File: config.mk
export PLATFORM = sky130hd
export DESIGN_NAME = ook_pulse_width_decoder_unit
export DESIGN_NICKNAME = d
export VERILOG_FILES = /design/src/hdl/ookpw_pkg.sv /design/src/hdl/ookpw_front.sv /design/src/hdl/ookpw_queue.sv /design/src/hdl/ookpw_back.sv /design/src/hdl/ook_pulse_width_decoder_unit.sv
export SDC_FILE = /design/constraint.sdc
export NUM_CORES = 1
export LEC_CHECK = 0
export ABC_AREA = 1
export ABC_CLOCK_PERIOD_IN_PS = 2700
export BUFFER_PORTS_ARGS = -buffer_cell sky130_fd_sc_hd__buf_2
export CAP_MARGIN = 20
export CORE_MARGIN = 1.5
export CORE_UTILIZATION = 34
export DETAILED_ROUTE_END_ITERATION = 10
export PLACE_DENSITY = 0.51
export SYNTH_ARGS = -nofsm -noshare
export SYNTH_HDL_FRONTEND = slang
export SYNTH_HIERARCHICAL = 1
export SYNTH_SLANG_ARGS = --single-unit
export TNS_END_PERCENT = 10
File: constraint.sdc
create_clock -name i_clk -period 2.7 [get_ports i_clk]
set_input_delay 0.405 -clock i_clk [delete_from_list [all_inputs] [get_ports i_clk]]
set_output_delay 0.405 -clock i_clk [all_outputs]
set_load 0.1 [all_outputs]
File: src/hdl/ookpw_pkg.sv
// Shared types, codes and constants of the pulse-width decoder.
package ookpw_pkg;

    // Command codes carried in tuser
    localparam logic [1:0] CMD_TICK = 2'd0;
    localparam logic [1:0] CMD_PIN  = 2'd1;
    localparam logic [1:0] CMD_READ = 2'd2;
    localparam logic [1:0] CMD_NOP  = 2'd3;

    // Configuration register indexes
    localparam logic [1:0] CFG_SYNC_TH  = 2'd0;
    localparam logic [1:0] CFG_LONG_TH  = 2'd1;
    localparam logic [1:0] CFG_MIN_BITS = 2'd2;
    localparam logic [1:0] CFG_MAX_BITS = 2'd3;

    localparam int TIMER_W = 8;
    localparam int COUNT_W = 6;
    localparam int WORD_W  = 32;
    localparam int CFG_W   = 8;

    localparam logic [TIMER_W-1:0] TIMER_TOP    = 8'd255;
    localparam logic [COUNT_W-1:0] WORD_BITS    = 6'd32;
    localparam logic [7:0]         RST_SYNC_TH  = 8'd24;
    localparam logic [7:0]         RST_LONG_TH  = 8'd5;
    localparam logic [COUNT_W-1:0] RST_MIN_BITS = 6'd24;
    localparam logic [COUNT_W-1:0] RST_MAX_BITS = 6'd32;

    // Classified operation passed from front to back
    typedef struct packed {
        logic [1:0] cmd;
        logic       level;
    } t_op;

    // One result item
    typedef struct packed {
        logic [COUNT_W-1:0] bits_received;
        logic               frame_latched;
        logic [WORD_W-1:0]  read_data;
    } t_result;

endpackage

File: src/hdl/ookpw_front.sv
// Front end: accepts input transactions and classifies them into operations.
module ookpw_front (
    input  logic              i_s_valid,
    output logic              o_s_ready,
    input  logic [1:0]        i_cmd,
    input  logic              i_level,
    input  logic              i_q_ready,
    output logic              o_q_push,
    output ookpw_pkg::t_op    o_q_op
);

    // Accept whenever the queue has room
    assign o_s_ready = i_q_ready;
    assign o_q_push  = i_s_valid & i_q_ready;

    // Classify: keep the level only for a pin change
    always_comb begin
        o_q_op.cmd   = i_cmd;
        o_q_op.level = 1'b0;
        unique case (i_cmd)
            ookpw_pkg::CMD_PIN: begin
                o_q_op.level = i_level;
            end
            ookpw_pkg::CMD_TICK, ookpw_pkg::CMD_READ, ookpw_pkg::CMD_NOP: begin
                o_q_op.level = 1'b0;
            end
            default: begin
                o_q_op.level = 1'b0;
            end
        endcase
    end

endmodule

File: src/hdl/ookpw_queue.sv
// Two-entry operation queue between the front and back ends.
module ookpw_queue (
    input  logic              i_clk,
    input  logic              i_rst_n,
    input  logic              i_push,
    input  ookpw_pkg::t_op    i_op,
    output logic              o_ready,
    input  logic              i_pop,
    output logic              o_valid,
    output ookpw_pkg::t_op    o_op
);

    ookpw_pkg::t_op r_mem [2];
    logic           r_wptr;
    logic           r_rptr;
    logic [1:0]     r_count;
    logic [1:0]     n_count;

    assign o_ready = (r_count != 2'd2);
    assign o_valid = (r_count != 2'd0);
    assign o_op    = r_mem[r_rptr];

    // Track occupancy
    always_comb begin
        n_count = r_count;
        if (i_push && !i_pop) begin
            n_count = r_count + 2'd1;
        end else if (i_pop && !i_push) begin
            n_count = r_count - 2'd1;
        end
    end

    // Advance pointers
    always_ff @(posedge i_clk) begin
        if (!i_rst_n) begin
            r_wptr  <= 1'b0;
            r_rptr  <= 1'b0;
            r_count <= 2'd0;
        end else begin
            r_count <= n_count;
            if (i_push) begin
                r_wptr <= ~r_wptr;
            end
            if (i_pop) begin
                r_rptr <= ~r_rptr;
            end
        end
    end

    // Store payload
    always_ff @(posedge i_clk) begin
        if (i_push) begin
            r_mem[r_wptr] <= i_op;
        end
    end

endmodule

File: src/hdl/ookpw_back.sv
// Back end: decoder state, configuration registers and the result register.
module ookpw_back (
    input  logic                            i_clk,
    input  logic                            i_rst_n,
    input  logic                            i_cfg_we,
    input  logic [1:0]                      i_cfg_idx,
    input  logic [ookpw_pkg::CFG_W-1:0]     i_cfg_data,
    input  logic                            i_q_valid,
    input  ookpw_pkg::t_op                  i_q_op,
    output logic                            o_q_pop,
    output logic                            o_valid,
    input  logic                            i_ready,
    output ookpw_pkg::t_result              o_result
);

    localparam int TW = ookpw_pkg::TIMER_W;
    localparam int CW = ookpw_pkg::COUNT_W;
    localparam int WW = ookpw_pkg::WORD_W;

    // Configuration
    logic [TW-1:0] r_sync_th;
    logic [TW-1:0] r_long_th;
    logic [CW-1:0] r_min_bits;
    logic [CW-1:0] r_max_bits;

    // Decoder state
    logic [TW-1:0] r_timer,   n_timer;
    logic          r_running, n_running;
    logic [TW-1:0] r_high,    n_high;
    logic [WW-1:0] r_shift,   n_shift;
    logic [CW-1:0] r_count,   n_count;
    logic          r_invalid, n_invalid;
    logic [WW-1:0] r_latch,   n_latch;

    // Result register
    logic               r_out_valid;
    ookpw_pkg::t_result r_out;
    ookpw_pkg::t_result n_out;

    logic [CW-1:0] w_limit;
    logic          w_high_long;
    logic          w_low_long;

    assign o_q_pop  = i_q_valid & (~r_out_valid | i_ready);
    assign o_valid  = r_out_valid;
    assign o_result = r_out;

    assign w_limit     = (r_max_bits > ookpw_pkg::WORD_BITS) ? ookpw_pkg::WORD_BITS
                                                            : r_max_bits;
    assign w_high_long = (r_high > r_long_th);
    assign w_low_long  = (r_timer > r_long_th);

    // Work out the next state and the result of the head operation
    always_comb begin
        n_timer   = r_timer;
        n_running = r_running;
        n_high    = r_high;
        n_shift   = r_shift;
        n_count   = r_count;
        n_invalid = r_invalid;
        n_latch   = r_latch;
        n_out.read_data     = '0;
        n_out.frame_latched = 1'b0;
        unique case (i_q_op.cmd)
            ookpw_pkg::CMD_TICK: begin
                if (r_running) begin
                    if (r_timer == ookpw_pkg::TIMER_TOP) begin
                        n_timer   = '0;
                        n_running = 1'b0;
                    end else begin
                        n_timer = r_timer + TW'(1);
                    end
                end
            end
            ookpw_pkg::CMD_PIN: begin
                n_timer   = '0;
                n_running = 1'b1;
                if (!i_q_op.level) begin
                    n_high = r_timer;
                end else if (r_timer > r_sync_th) begin
                    // Sync gap: latch a well-formed frame, then start afresh
                    if (!r_invalid && (r_count >= r_min_bits) && (r_count <= w_limit)) begin
                        n_latch             = r_shift;
                        n_out.frame_latched = 1'b1;
                    end
                    n_shift   = '0;
                    n_count   = '0;
                    n_invalid = 1'b0;
                end else if (!r_invalid && (r_count < w_limit)) begin
                    // Data bit from the high/low phase pair
                    if (w_high_long == w_low_long) begin
                        n_invalid = 1'b1;
                        n_count   = '0;
                    end else begin
                        n_shift = {r_shift[WW-2:0], w_high_long};
                        n_count = r_count + CW'(1);
                    end
                end
            end
            ookpw_pkg::CMD_READ: begin
                n_out.read_data = r_latch;
                n_latch         = '0;
            end
            ookpw_pkg::CMD_NOP: begin
                n_out.read_data = '0;
            end
            default: begin
                n_out.read_data = '0;
            end
        endcase
        n_out.bits_received = n_count;
    end

    // Hold configuration; writes must arrive only while idle, which the block does not enforce
    always_ff @(posedge i_clk) begin
        if (!i_rst_n) begin
            r_sync_th  <= ookpw_pkg::RST_SYNC_TH;
            r_long_th  <= ookpw_pkg::RST_LONG_TH;
            r_min_bits <= ookpw_pkg::RST_MIN_BITS;
            r_max_bits <= ookpw_pkg::RST_MAX_BITS;
        end else if (i_cfg_we) begin
            unique case (i_cfg_idx)
                ookpw_pkg::CFG_SYNC_TH:  r_sync_th  <= i_cfg_data;
                ookpw_pkg::CFG_LONG_TH:  r_long_th  <= i_cfg_data;
                ookpw_pkg::CFG_MIN_BITS: r_min_bits <= i_cfg_data[CW-1:0];
                ookpw_pkg::CFG_MAX_BITS: r_max_bits <= i_cfg_data[CW-1:0];
                default: begin
                end
            endcase
        end
    end

    // Advance decoder state on each popped operation
    always_ff @(posedge i_clk) begin
        if (!i_rst_n) begin
            r_timer     <= '0;
            r_running   <= 1'b0;
            r_high      <= '0;
            r_shift     <= '0;
            r_count     <= '0;
            r_invalid   <= 1'b1;
            r_latch     <= '0;
            r_out_valid <= 1'b0;
        end else begin
            if (o_q_pop) begin
                r_timer   <= n_timer;
                r_running <= n_running;
                r_high    <= n_high;
                r_shift   <= n_shift;
                r_count   <= n_count;
                r_invalid <= n_invalid;
                r_latch   <= n_latch;
            end
            if (o_q_pop) begin
                r_out_valid <= 1'b1;
            end else if (i_ready) begin
                r_out_valid <= 1'b0;
            end
        end
    end

    // Load the result payload
    always_ff @(posedge i_clk) begin
        if (o_q_pop) begin
            r_out <= n_out;
        end
    end

endmodule

File: src/hdl/ook_pulse_width_decoder_unit.sv
// An accepted transaction is registered in the queue; once the back end pops it,
// its result is registered and offered on the output; the pop waits while a result is
// held untaken. Throughput: one transaction per cycle unless the output stalls.
// A two-entry queue parts input from the result register, so either side may stall.
// Reset (synchronous, active low) restores default thresholds, stops the timer,
// clears the frame state and marks the frame invalid until the first sync.
module ook_pulse_width_decoder_unit (
    input  logic        i_clk,
    input  logic        i_rst_n,
    input  logic        i_cfg_we,
    input  logic [1:0]  i_cfg_idx,
    input  logic [7:0]  i_cfg_data,
    input  logic        s_axis_tvalid,
    output logic        s_axis_tready,
    input  logic [7:0]  s_axis_tdata,   // [0] level, [7:1] zero
    input  logic [1:0]  s_axis_tuser,   // [1:0] command
    output logic        m_axis_tvalid,
    input  logic        m_axis_tready,
    output logic [39:0] m_axis_tdata    // [31:0] read_data, [32] frame_latched,
                                        // [38:33] bits_received, [39] zero
);

    logic               w_q_ready;
    logic               w_q_push;
    ookpw_pkg::t_op     w_push_op;
    logic               w_q_valid;
    logic               w_q_pop;
    ookpw_pkg::t_op     w_head_op;
    ookpw_pkg::t_result w_result;

    // Accept and classify
    ookpw_front u_front (
        .i_s_valid (s_axis_tvalid),
        .o_s_ready (s_axis_tready),
        .i_cmd     (s_axis_tuser),
        .i_level   (s_axis_tdata[0]),
        .i_q_ready (w_q_ready),
        .o_q_push  (w_q_push),
        .o_q_op    (w_push_op)
    );

    // Buffer operations
    ookpw_queue u_queue (
        .i_clk   (i_clk),
        .i_rst_n (i_rst_n),
        .i_push  (w_q_push),
        .i_op    (w_push_op),
        .o_ready (w_q_ready),
        .i_pop   (w_q_pop),
        .o_valid (w_q_valid),
        .o_op    (w_head_op)
    );

    // Execute and present results
    ookpw_back u_back (
        .i_clk      (i_clk),
        .i_rst_n    (i_rst_n),
        .i_cfg_we   (i_cfg_we),
        .i_cfg_idx  (i_cfg_idx),
        .i_cfg_data (i_cfg_data),
        .i_q_valid  (w_q_valid),
        .i_q_op     (w_head_op),
        .o_q_pop    (w_q_pop),
        .o_valid    (m_axis_tvalid),
        .i_ready    (m_axis_tready),
        .o_result   (w_result)
    );

    // Pack result fields under a zero top bit
    assign m_axis_tdata = {1'b0, w_result};

endmodule

==> results by group, run 1 <==
Yosys
  – Synth cell types: 39
  – Mapped Avg Cell Area: between 7 and 8 sq um
  – Syn. warnings: 6
  – EDFF count, synth: 45
  – Count leader, synth: nand2_1
  – Main flop type after synthesis: dfxtp_1
  – Post-Syn Nets: 1060
  – Synth Instances: 996
  – Area leader, netlist: dfxtp_1
  – Ys async rst share: 0%
  – Synth top area share: a little under a third
  – Synth Register Bits: around 170
  – Synth top cells by count: nand2_1, nor2_1, inv_1
  – Cell area after synthesis: 7794 sq um
  – Register area share after synthesis: between 40% and 50%
  – Top post-synthesis cells by area: dfxtp_1, edfxtp_1, nand2_1

Global routing
  – Initial antenna violation count: 0
  – First-pass GRT wire length: approximately 27000 microns
  – Vias in the first global route: ~5500
  – Global-route usage over all layers: 14.27%
  – Largest net degree at the start of global routing: 82
  – Total gr overflow: 0

Drt
  – Drt total wl: 16310 microns
  – Final ANT Viol Nets: 0
  – WL per Instance: roughly 12 microns
  – DR DRC count: 0
  – Avg Vias per Cell: 4.580
  – Initial DRT Pass Iterations: 5
  – Iter 0 DRT Violations: roughly 330
  – Vias after detailed routing: between 6000 and 7000

STA
  – RSZ-0062 raised after global routing: no
  – Least-Margin Pin Slew: between 0.7 and 0.8 ns
  – Slew HR: between 40 and 50%
  – Setup Skew: 0.01086 ns
  – WHS: 0.1847 ns
  – Setup violators final: 0
  – Achievable clock frequency: 426.7 MHz
  – Hold Fails Final Rpt: 0
  – Crit path time final: 2.344 ns
  – Pins Over Slew Limit: 0
  – Tcrit/Tclk final: 86.80%
  – Final setup TNS: 0 ns

Pwr
  – Peak VDD IR: 0.5493 mV
  – Power Density: roughly 1100 nW/um^2
  – Total Power: around 0.0096 W
  – Leakage: 4.038 nW

CTS
  – Root Driver: clkbuf_16
  – Clock Path Buffers: 2
  – Clock slew at reported path FFs: 0.07 ns
  – H-Tree Level Count: 4
  – CTS Hold Bufs: 0
  – Postcts setup bufs: 0
  – CTS tree: done
  – Clock Sinks: between 150 and 200
  – Num CTS Buffers: 17
  – Clk_lat worst skew: ~0.43 ns
  – PostCTS Resize Cnt: 0

Min path
  – HP Class: in -> reg

Place
  – Placer Congestion: a little under 0.8
  – HPWL after DPL: about 10000 microns
  – I/O Buffers: 58

Layout
  – Layout Nets: 1103
  – Footprint of the multi-input gates: around 3200 sq um
  – Synth-to-layout area growth: 14.83%
  – Ant diodes: 0
  – Layout cell share with drive strength beyond 1: roughly 12%
  – Layout fillers: roughly 2300
  – Reg area: between 3000 and 4000 sq um

Run status
  – Status: finished clean

Job
  – Max-cap violations: 0

Die
  – Die ar.: around 24000 sq um
  – Die W: approximately 150 microns
  – Core area: 22570 sq um
  – Starting Density: roughly a third
  – I/O Pins: 67
  – Die Height: 154.4 microns
  – Row count: 55

Setup path
  – CP Class: reg -> reg
  – Startpoint Class: flip-flop
  – CP Max Fanout: 41
  – Setup crit end kind: flip-flop
  – Crit path DAT: approximately 2.7 ns
  – Required @ worst endpoint: approximately 3.1 ns
cell families (layout without fill, tap and decap cells):
kind of cell             Yosys count  count (layout)  share of synthesized area, %
flip-flops                       167             167                         48.68
AND/OR/NAND/NOR                  435             435                         23.52
buffers and inverters            200             255                         10.64
other                              1               1                       0.04812
multiplexers                       3               3                        0.4334
adder cells (fa/ha/maj)           39              39                         6.261
XOR/XNOR                           5               5                        0.5619
AO/OA/AOI/OAI                    146             146                         9.857
path summary, 6_finish.rpt:
kind | startpoint | end | slack, ns | depth (start not counted)
max | u_back/r_max_bits[1]$_SDFFE_PN0P_ | u_back/r_shift[21]$_SDFFE_PN0P_ | 0.36 | 15
min | s_axis_tuser[0] | u_queue/r_mem[0][1]$_DFFE_PP_ | 0.18 | 1
max reg2reg | u_back/r_max_bits[1]$_SDFFE_PN0P_ | u_back/r_shift[21]$_SDFFE_PN0P_ | 0.36 | 15
min reg2reg | u_back/r_latch[26]$_SDFFE_PN0P_ | u_back/r_latch[26]$_SDFFE_PN0P_ | 0.46 | 2
through the flow:
step                      utilization (%)  cell area, sq um  worst slack, ns  std cells
after floorplan                         -              7796           0.3385        996
after global placement              36.96              8342           0.3940       1305
after detailed placement            36.96              8342           0.3674       1305
after CTS                           39.65              8950           0.3544       1336
after global routing                39.65              8950          0.06020       1336
final                               39.65              8950           0.3563       1336
metal layers:
| metal | GRT usage, % | up-vias | part of all wire [%] |
|---|---|---|---|
| li1 | - | 3267 | - |
| met1 | 19.30 | 2760 | 52 |
| met2 | 22.80 | 81 | 44 |
| met3 | 3.110 | 11 | 3.0 |
| met4 | 4.441 | 0 | 1.1 |
| met5 | 0 | - | 0 |
critical path, stage by stage, from the launching register on:
cell	delay, ns
dfxtp_1	0.33
nor2_1	0.09
nand4_1	0.11
nand2_1	0.10
nand2_1	0.06
ha_1	0.29
nand2_1	0.06
nand2_1	0.04
nand2_1	0.09
nand4_2	0.23
nand2_2	0.19
nand3_4	0.20
buf_12	0.26
nand2_1	0.07
nand2_1	0.04
nor2_1	0.11
layout by cell type (no fill, tap or decap), types with 3 or more instances in the layout:
cell type	synthesis	routed
a211oi_1	3	3
a21oi_1	84	84
buf_12	0	5
buf_2	3	58
buf_4	14	6
bufinv_16	0	3
clkbuf_16	0	17
clkinv_1	4	3
dfxtp_1	122	121
edfxtp_1	45	45
ha_1	39	39
inv_1	149	149
inv_2	2	3
inv_6	0	4
mux2_2	3	3
nand2_1	187	186
nand2_2	4	5
nand3_1	18	18
nand4_1	40	40
nor2_1	168	168
nor2_2	4	4
nor3_1	6	6
o211ai_1	5	5
o21ai_0	45	45
xor2_1	4	4
report_power, final:
part	total, W	switching (W)	internal [W]
clock	0.00254	0.00105	0.00149
sequential	0.00323	0.000161	0.00307
combinational	0.00380	0.00323	0.000573
flip-flops by register name (all words and copies together) (netlist names), 2 cells and up, named ones only:
signal and cells:
u_back/r_long_th 8, u_back/r_count 6, u_queue/r_count 2, u_back/r_sync_th 8
u_back/r_min_bits 6, u_back/r_timer 8, u_queue/r_mem 6, u_back/o_result 39
u_back/r_high 8, u_back/r_max_bits 6, u_back/r_latch 32, u_back/r_shift 32
area by class of cell:
type	instances	area share, %
flip-flops and latches	167	42.40
multi-input cells	629	35.45
inverters	155	6.501
clock buffers	19	4.949
repair buffers	69	4.865
well taps	285	3.984
clock inverters	12	1.845
Power figures use the tool's default switching activity.
==> run 2: changes to the inputs <==
--- a/config.mk
+++ b/config.mk
@@ -9,7 +9,7 @@
 export ABC_CLOCK_PERIOD_IN_PS = 2700
 export BUFFER_PORTS_ARGS = -buffer_cell sky130_fd_sc_hd__buf_2
 export CAP_MARGIN = 20
-export CORE_MARGIN = 1.5
+export CORE_MARGIN = 1
 export CORE_UTILIZATION = 34
 export DETAILED_ROUTE_END_ITERATION = 10
 export PLACE_DENSITY = 0.51
==> results by group, run 2 (synthesis gave the netlist of run 1 again) <==
CTS
  – Clock Path Buffers: 2 (unchanged)
  – CTS tree: done
  – H-Tree Level Count: 4 (unchanged)
  – Postcts setup bufs: 0 (unchanged)
  – Num CTS Buffers: 17 (unchanged)
  – CTS Hold Bufs: 0 (unchanged)
  – Clk_lat worst skew: 0.43 ns (about the same)
  – Clock slew at reported path FFs: 0.07 ns (about the same)
  – Root Driver: clkbuf_16
  – Clock Sinks: 167 (unchanged)
  – PostCTS Resize Cnt: 0 (unchanged)

Setup path
  – CP Cell Sequence: nor2_1 -> nand4_1 -> nand2_1 -> nand2_1 -> ha_1 -> nand2_1 -> nand2_1 -> nand2_1 -> nand4_2 -> nand2_2 -> nand3_4 -> buf_12 -> nand2_1 -> nand2_1 -> nor2_1
  – Slowest stage cell, crit path: dfxtp_1
  – Setup crit end kind: flip-flop
  – Worst Path Buf+Inv: 1 (unchanged)
  – Crit path DAT: 2.65 ns (-0.06 ns)
  – CP Class: reg -> reg
  – CP peak stage delay: 0.33 ns (about the same)
  – Startpoint Class: flip-flop
  – Crit path top cell by count: nand2_1
  – Required @ worst endpoint: 3.06 ns (about the same)
  – Crit path max-delay family: simple AND/OR/NAND/NOR gates
  – CP Max Fanout: 32 (-22%)

STA
  – Final setup TNS: 0 ns (unchanged)
  – Setup Skew: 0.01117 ns (+0.0003096 ns)
  – Least-Margin Pin Slew: 0.7830 ns (-0.007885 ns)
  – Crit path time final: 2.288 ns (-0.05557 ns)
  – Slew HR: 47.80% (+0.53 points)
  – Achievable clock frequency: 437.0 MHz (+2.4%)
  – Pins Over Slew Limit: 0 (unchanged)
  – Setup WS post-layout: 0.4119 ns (+0.05557 ns)
  – RSZ-0062 raised after global routing: no
  – Setup violators final: 0 (unchanged)
  – Hold Fails Final Rpt: 0 (unchanged)
  – Tcrit/Tclk final: 84.74% (-2.1 points)

Pwr
  – Sw Pwr: 0.004496 W (+1.3%)
  – Net Sw Frac: 48.06% (+1.7 points)
  – Power Density: 1050 nW/um^2 (-1.8%)
  – Internal power: 0.004859 W (-5.4%)
  – Reg power frac: 34.5% (+0.8 points)
  – Peak VDD IR: 0.5257 mV (-4.3%)
  – Comb power frac: 40.9% (+1.2 points)
  – Leakage: 4.010 nW (-0.69%)
  – Clock Power Share: 24.6% (-1.9 points)

Drt
  – Drt total wl: 16090 microns (-1.3%)
  – DR DRC count: 0 (unchanged)
  – Final ANT Viol Nets: 0 (unchanged)
  – Initial DRT Pass Iterations: 4 (-1)
  – Avg Vias per Cell: 4.488 (-2.0%)
  – Vias after detailed routing: 6009 (-1.8%)
  – WL per Instance: 12.02 microns (-1.5%)
  – Iter 0 DRT Violations: 377 (+13%)

Die
  – I/O Pins: 67 (unchanged)
  – Die W: 153.4 microns (-0.65%)
  – Row count: 55 (unchanged)
  – Die ar.: 23530 sq um (-1.3%)
  – Core area: 22570 sq um (unchanged)
  – Die Height: 153.4 microns (-0.65%)
  – Starting Density: 34.53% (unchanged)

Global routing
  – First-pass GRT wire length: 27350 microns (-0.25%)
  – Total gr overflow: 0 (unchanged)
  – Global-route usage over all layers: 14.46% (+0.19 points)
  – Vias in the first global route: 5494 (-0.51%)
  – Largest net degree at the start of global routing: 78 (-4.9%)
  – Initial antenna violation count: 0 (unchanged)

Layout
  – Reg area: 3795 sq um (unchanged)
  – Commonest cells after routing, fill and taps aside: nand2_1, nor2_1, inv_1
  – Synth-to-layout area growth: 14.26%
  – Layout Nets: 1105 (+0.18%)
  – Ant diodes: 0 (unchanged)
  – Layout fillers: 2327 (-0.51%)
  – Most common cell after layout, fill and taps aside: nand2_1
  – Footprint of the multi-input gates: 3173 sq um (unchanged)
  – Largest register FFs: 39 (unchanged)
  – Layout cell share with drive strength beyond 1: 11.67% (+0.16 points)

Place
  – HPWL after DPL: 10400 microns (+1.3%)
  – Pre-CTS setup slack: 0.3948 ns (+0.02737 ns)
  – I/O Buffers: 58 (unchanged)
  – Placer Congestion: 0.7753 (+0.57%)

Run status
  – Status: finished clean

Min path
  – HP Class: in -> reg

Job
  – Max-cap violations: 0 (unchanged)
## run 2: cell types whose count changed in the layout (fill, tap and decap cells not counted), sizes merged
cell / change
inv: +1
buf: +2
clkinv: +1
bufinv: -3
clkinvlp: +2
## run 2: final timing paths
kind | depth (start not counted) | startpoint | slack (ns) | endpoint
max | 15 | u_back/r_max_bits[1]$_SDFFE_PN0P_ | 0.41 | u_back/r_shift[24]$_SDFFE_PN0P_
min reg2reg | 2 | u_back/r_latch[22]$_SDFFE_PN0P_ | 0.46 | u_back/r_latch[22]$_SDFFE_PN0P_
min | 1 | s_axis_tuser[0] | 0.18 | u_queue/r_mem[0][1]$_DFFE_PP_
max reg2reg | 15 | u_back/r_max_bits[1]$_SDFFE_PN0P_ | 0.41 | u_back/r_shift[24]$_SDFFE_PN0P_
## run 2: layout make-up
class | instances | share of cell area, %
clock buffer | 19 | 4.862
clock inverter | 13 | 1.293
inverter | 155 | 6.534
multi-input combinational | 629 | 35.63
sequential | 167 | 42.62
tap | 285 | 4.004
timing repair buffer | 71 | 5.058
## run 2: power by group through the flow
stage | sequential (W) | clock [W] | combinational, W
detailed placement | 0.00329 | 0 | 0.00384
global placement | 0.00329 | 0 | 0.00383
global route | 0.00327 | 0.00246 | 0.00407
floorplan | 0.00542 | 0 | 0.00104
CTS | 0.00324 | 0.00236 | 0.00385
finish | 0.00323 | 0.00230 | 0.00382
## run 2: per-stage QoR
step	hold WS, ns	utilization [%]	cell area, sq um	total power, W	instances
finish	0.1773	39.45	8905	0.009354	1339
detailed placement	0.4524	37.02	8357	0.007126	1307
global placement	0.4504	37.02	8357	0.007113	1307
floorplan	0.4331	-	7796	0.006469	996
global route	0.1694	39.45	8905	0.009805	1339
CTS	0.1608	39.45	8905	0.009446	1339
## run 2: per-layer routing
| metal | track usage [%] | vias up | share of wire, % |
|---|---|---|---|
| met2 | 22.11 | 63 | 44 |
| met3 | 2.722 | 19 | 2.1 |
| met4 | 5.333 | 0 | 1.4 |
| met5 | 0 | - | 0 |
| met1 | 20.22 | 2646 | 53 |
| li1 | - | 3281 | - |
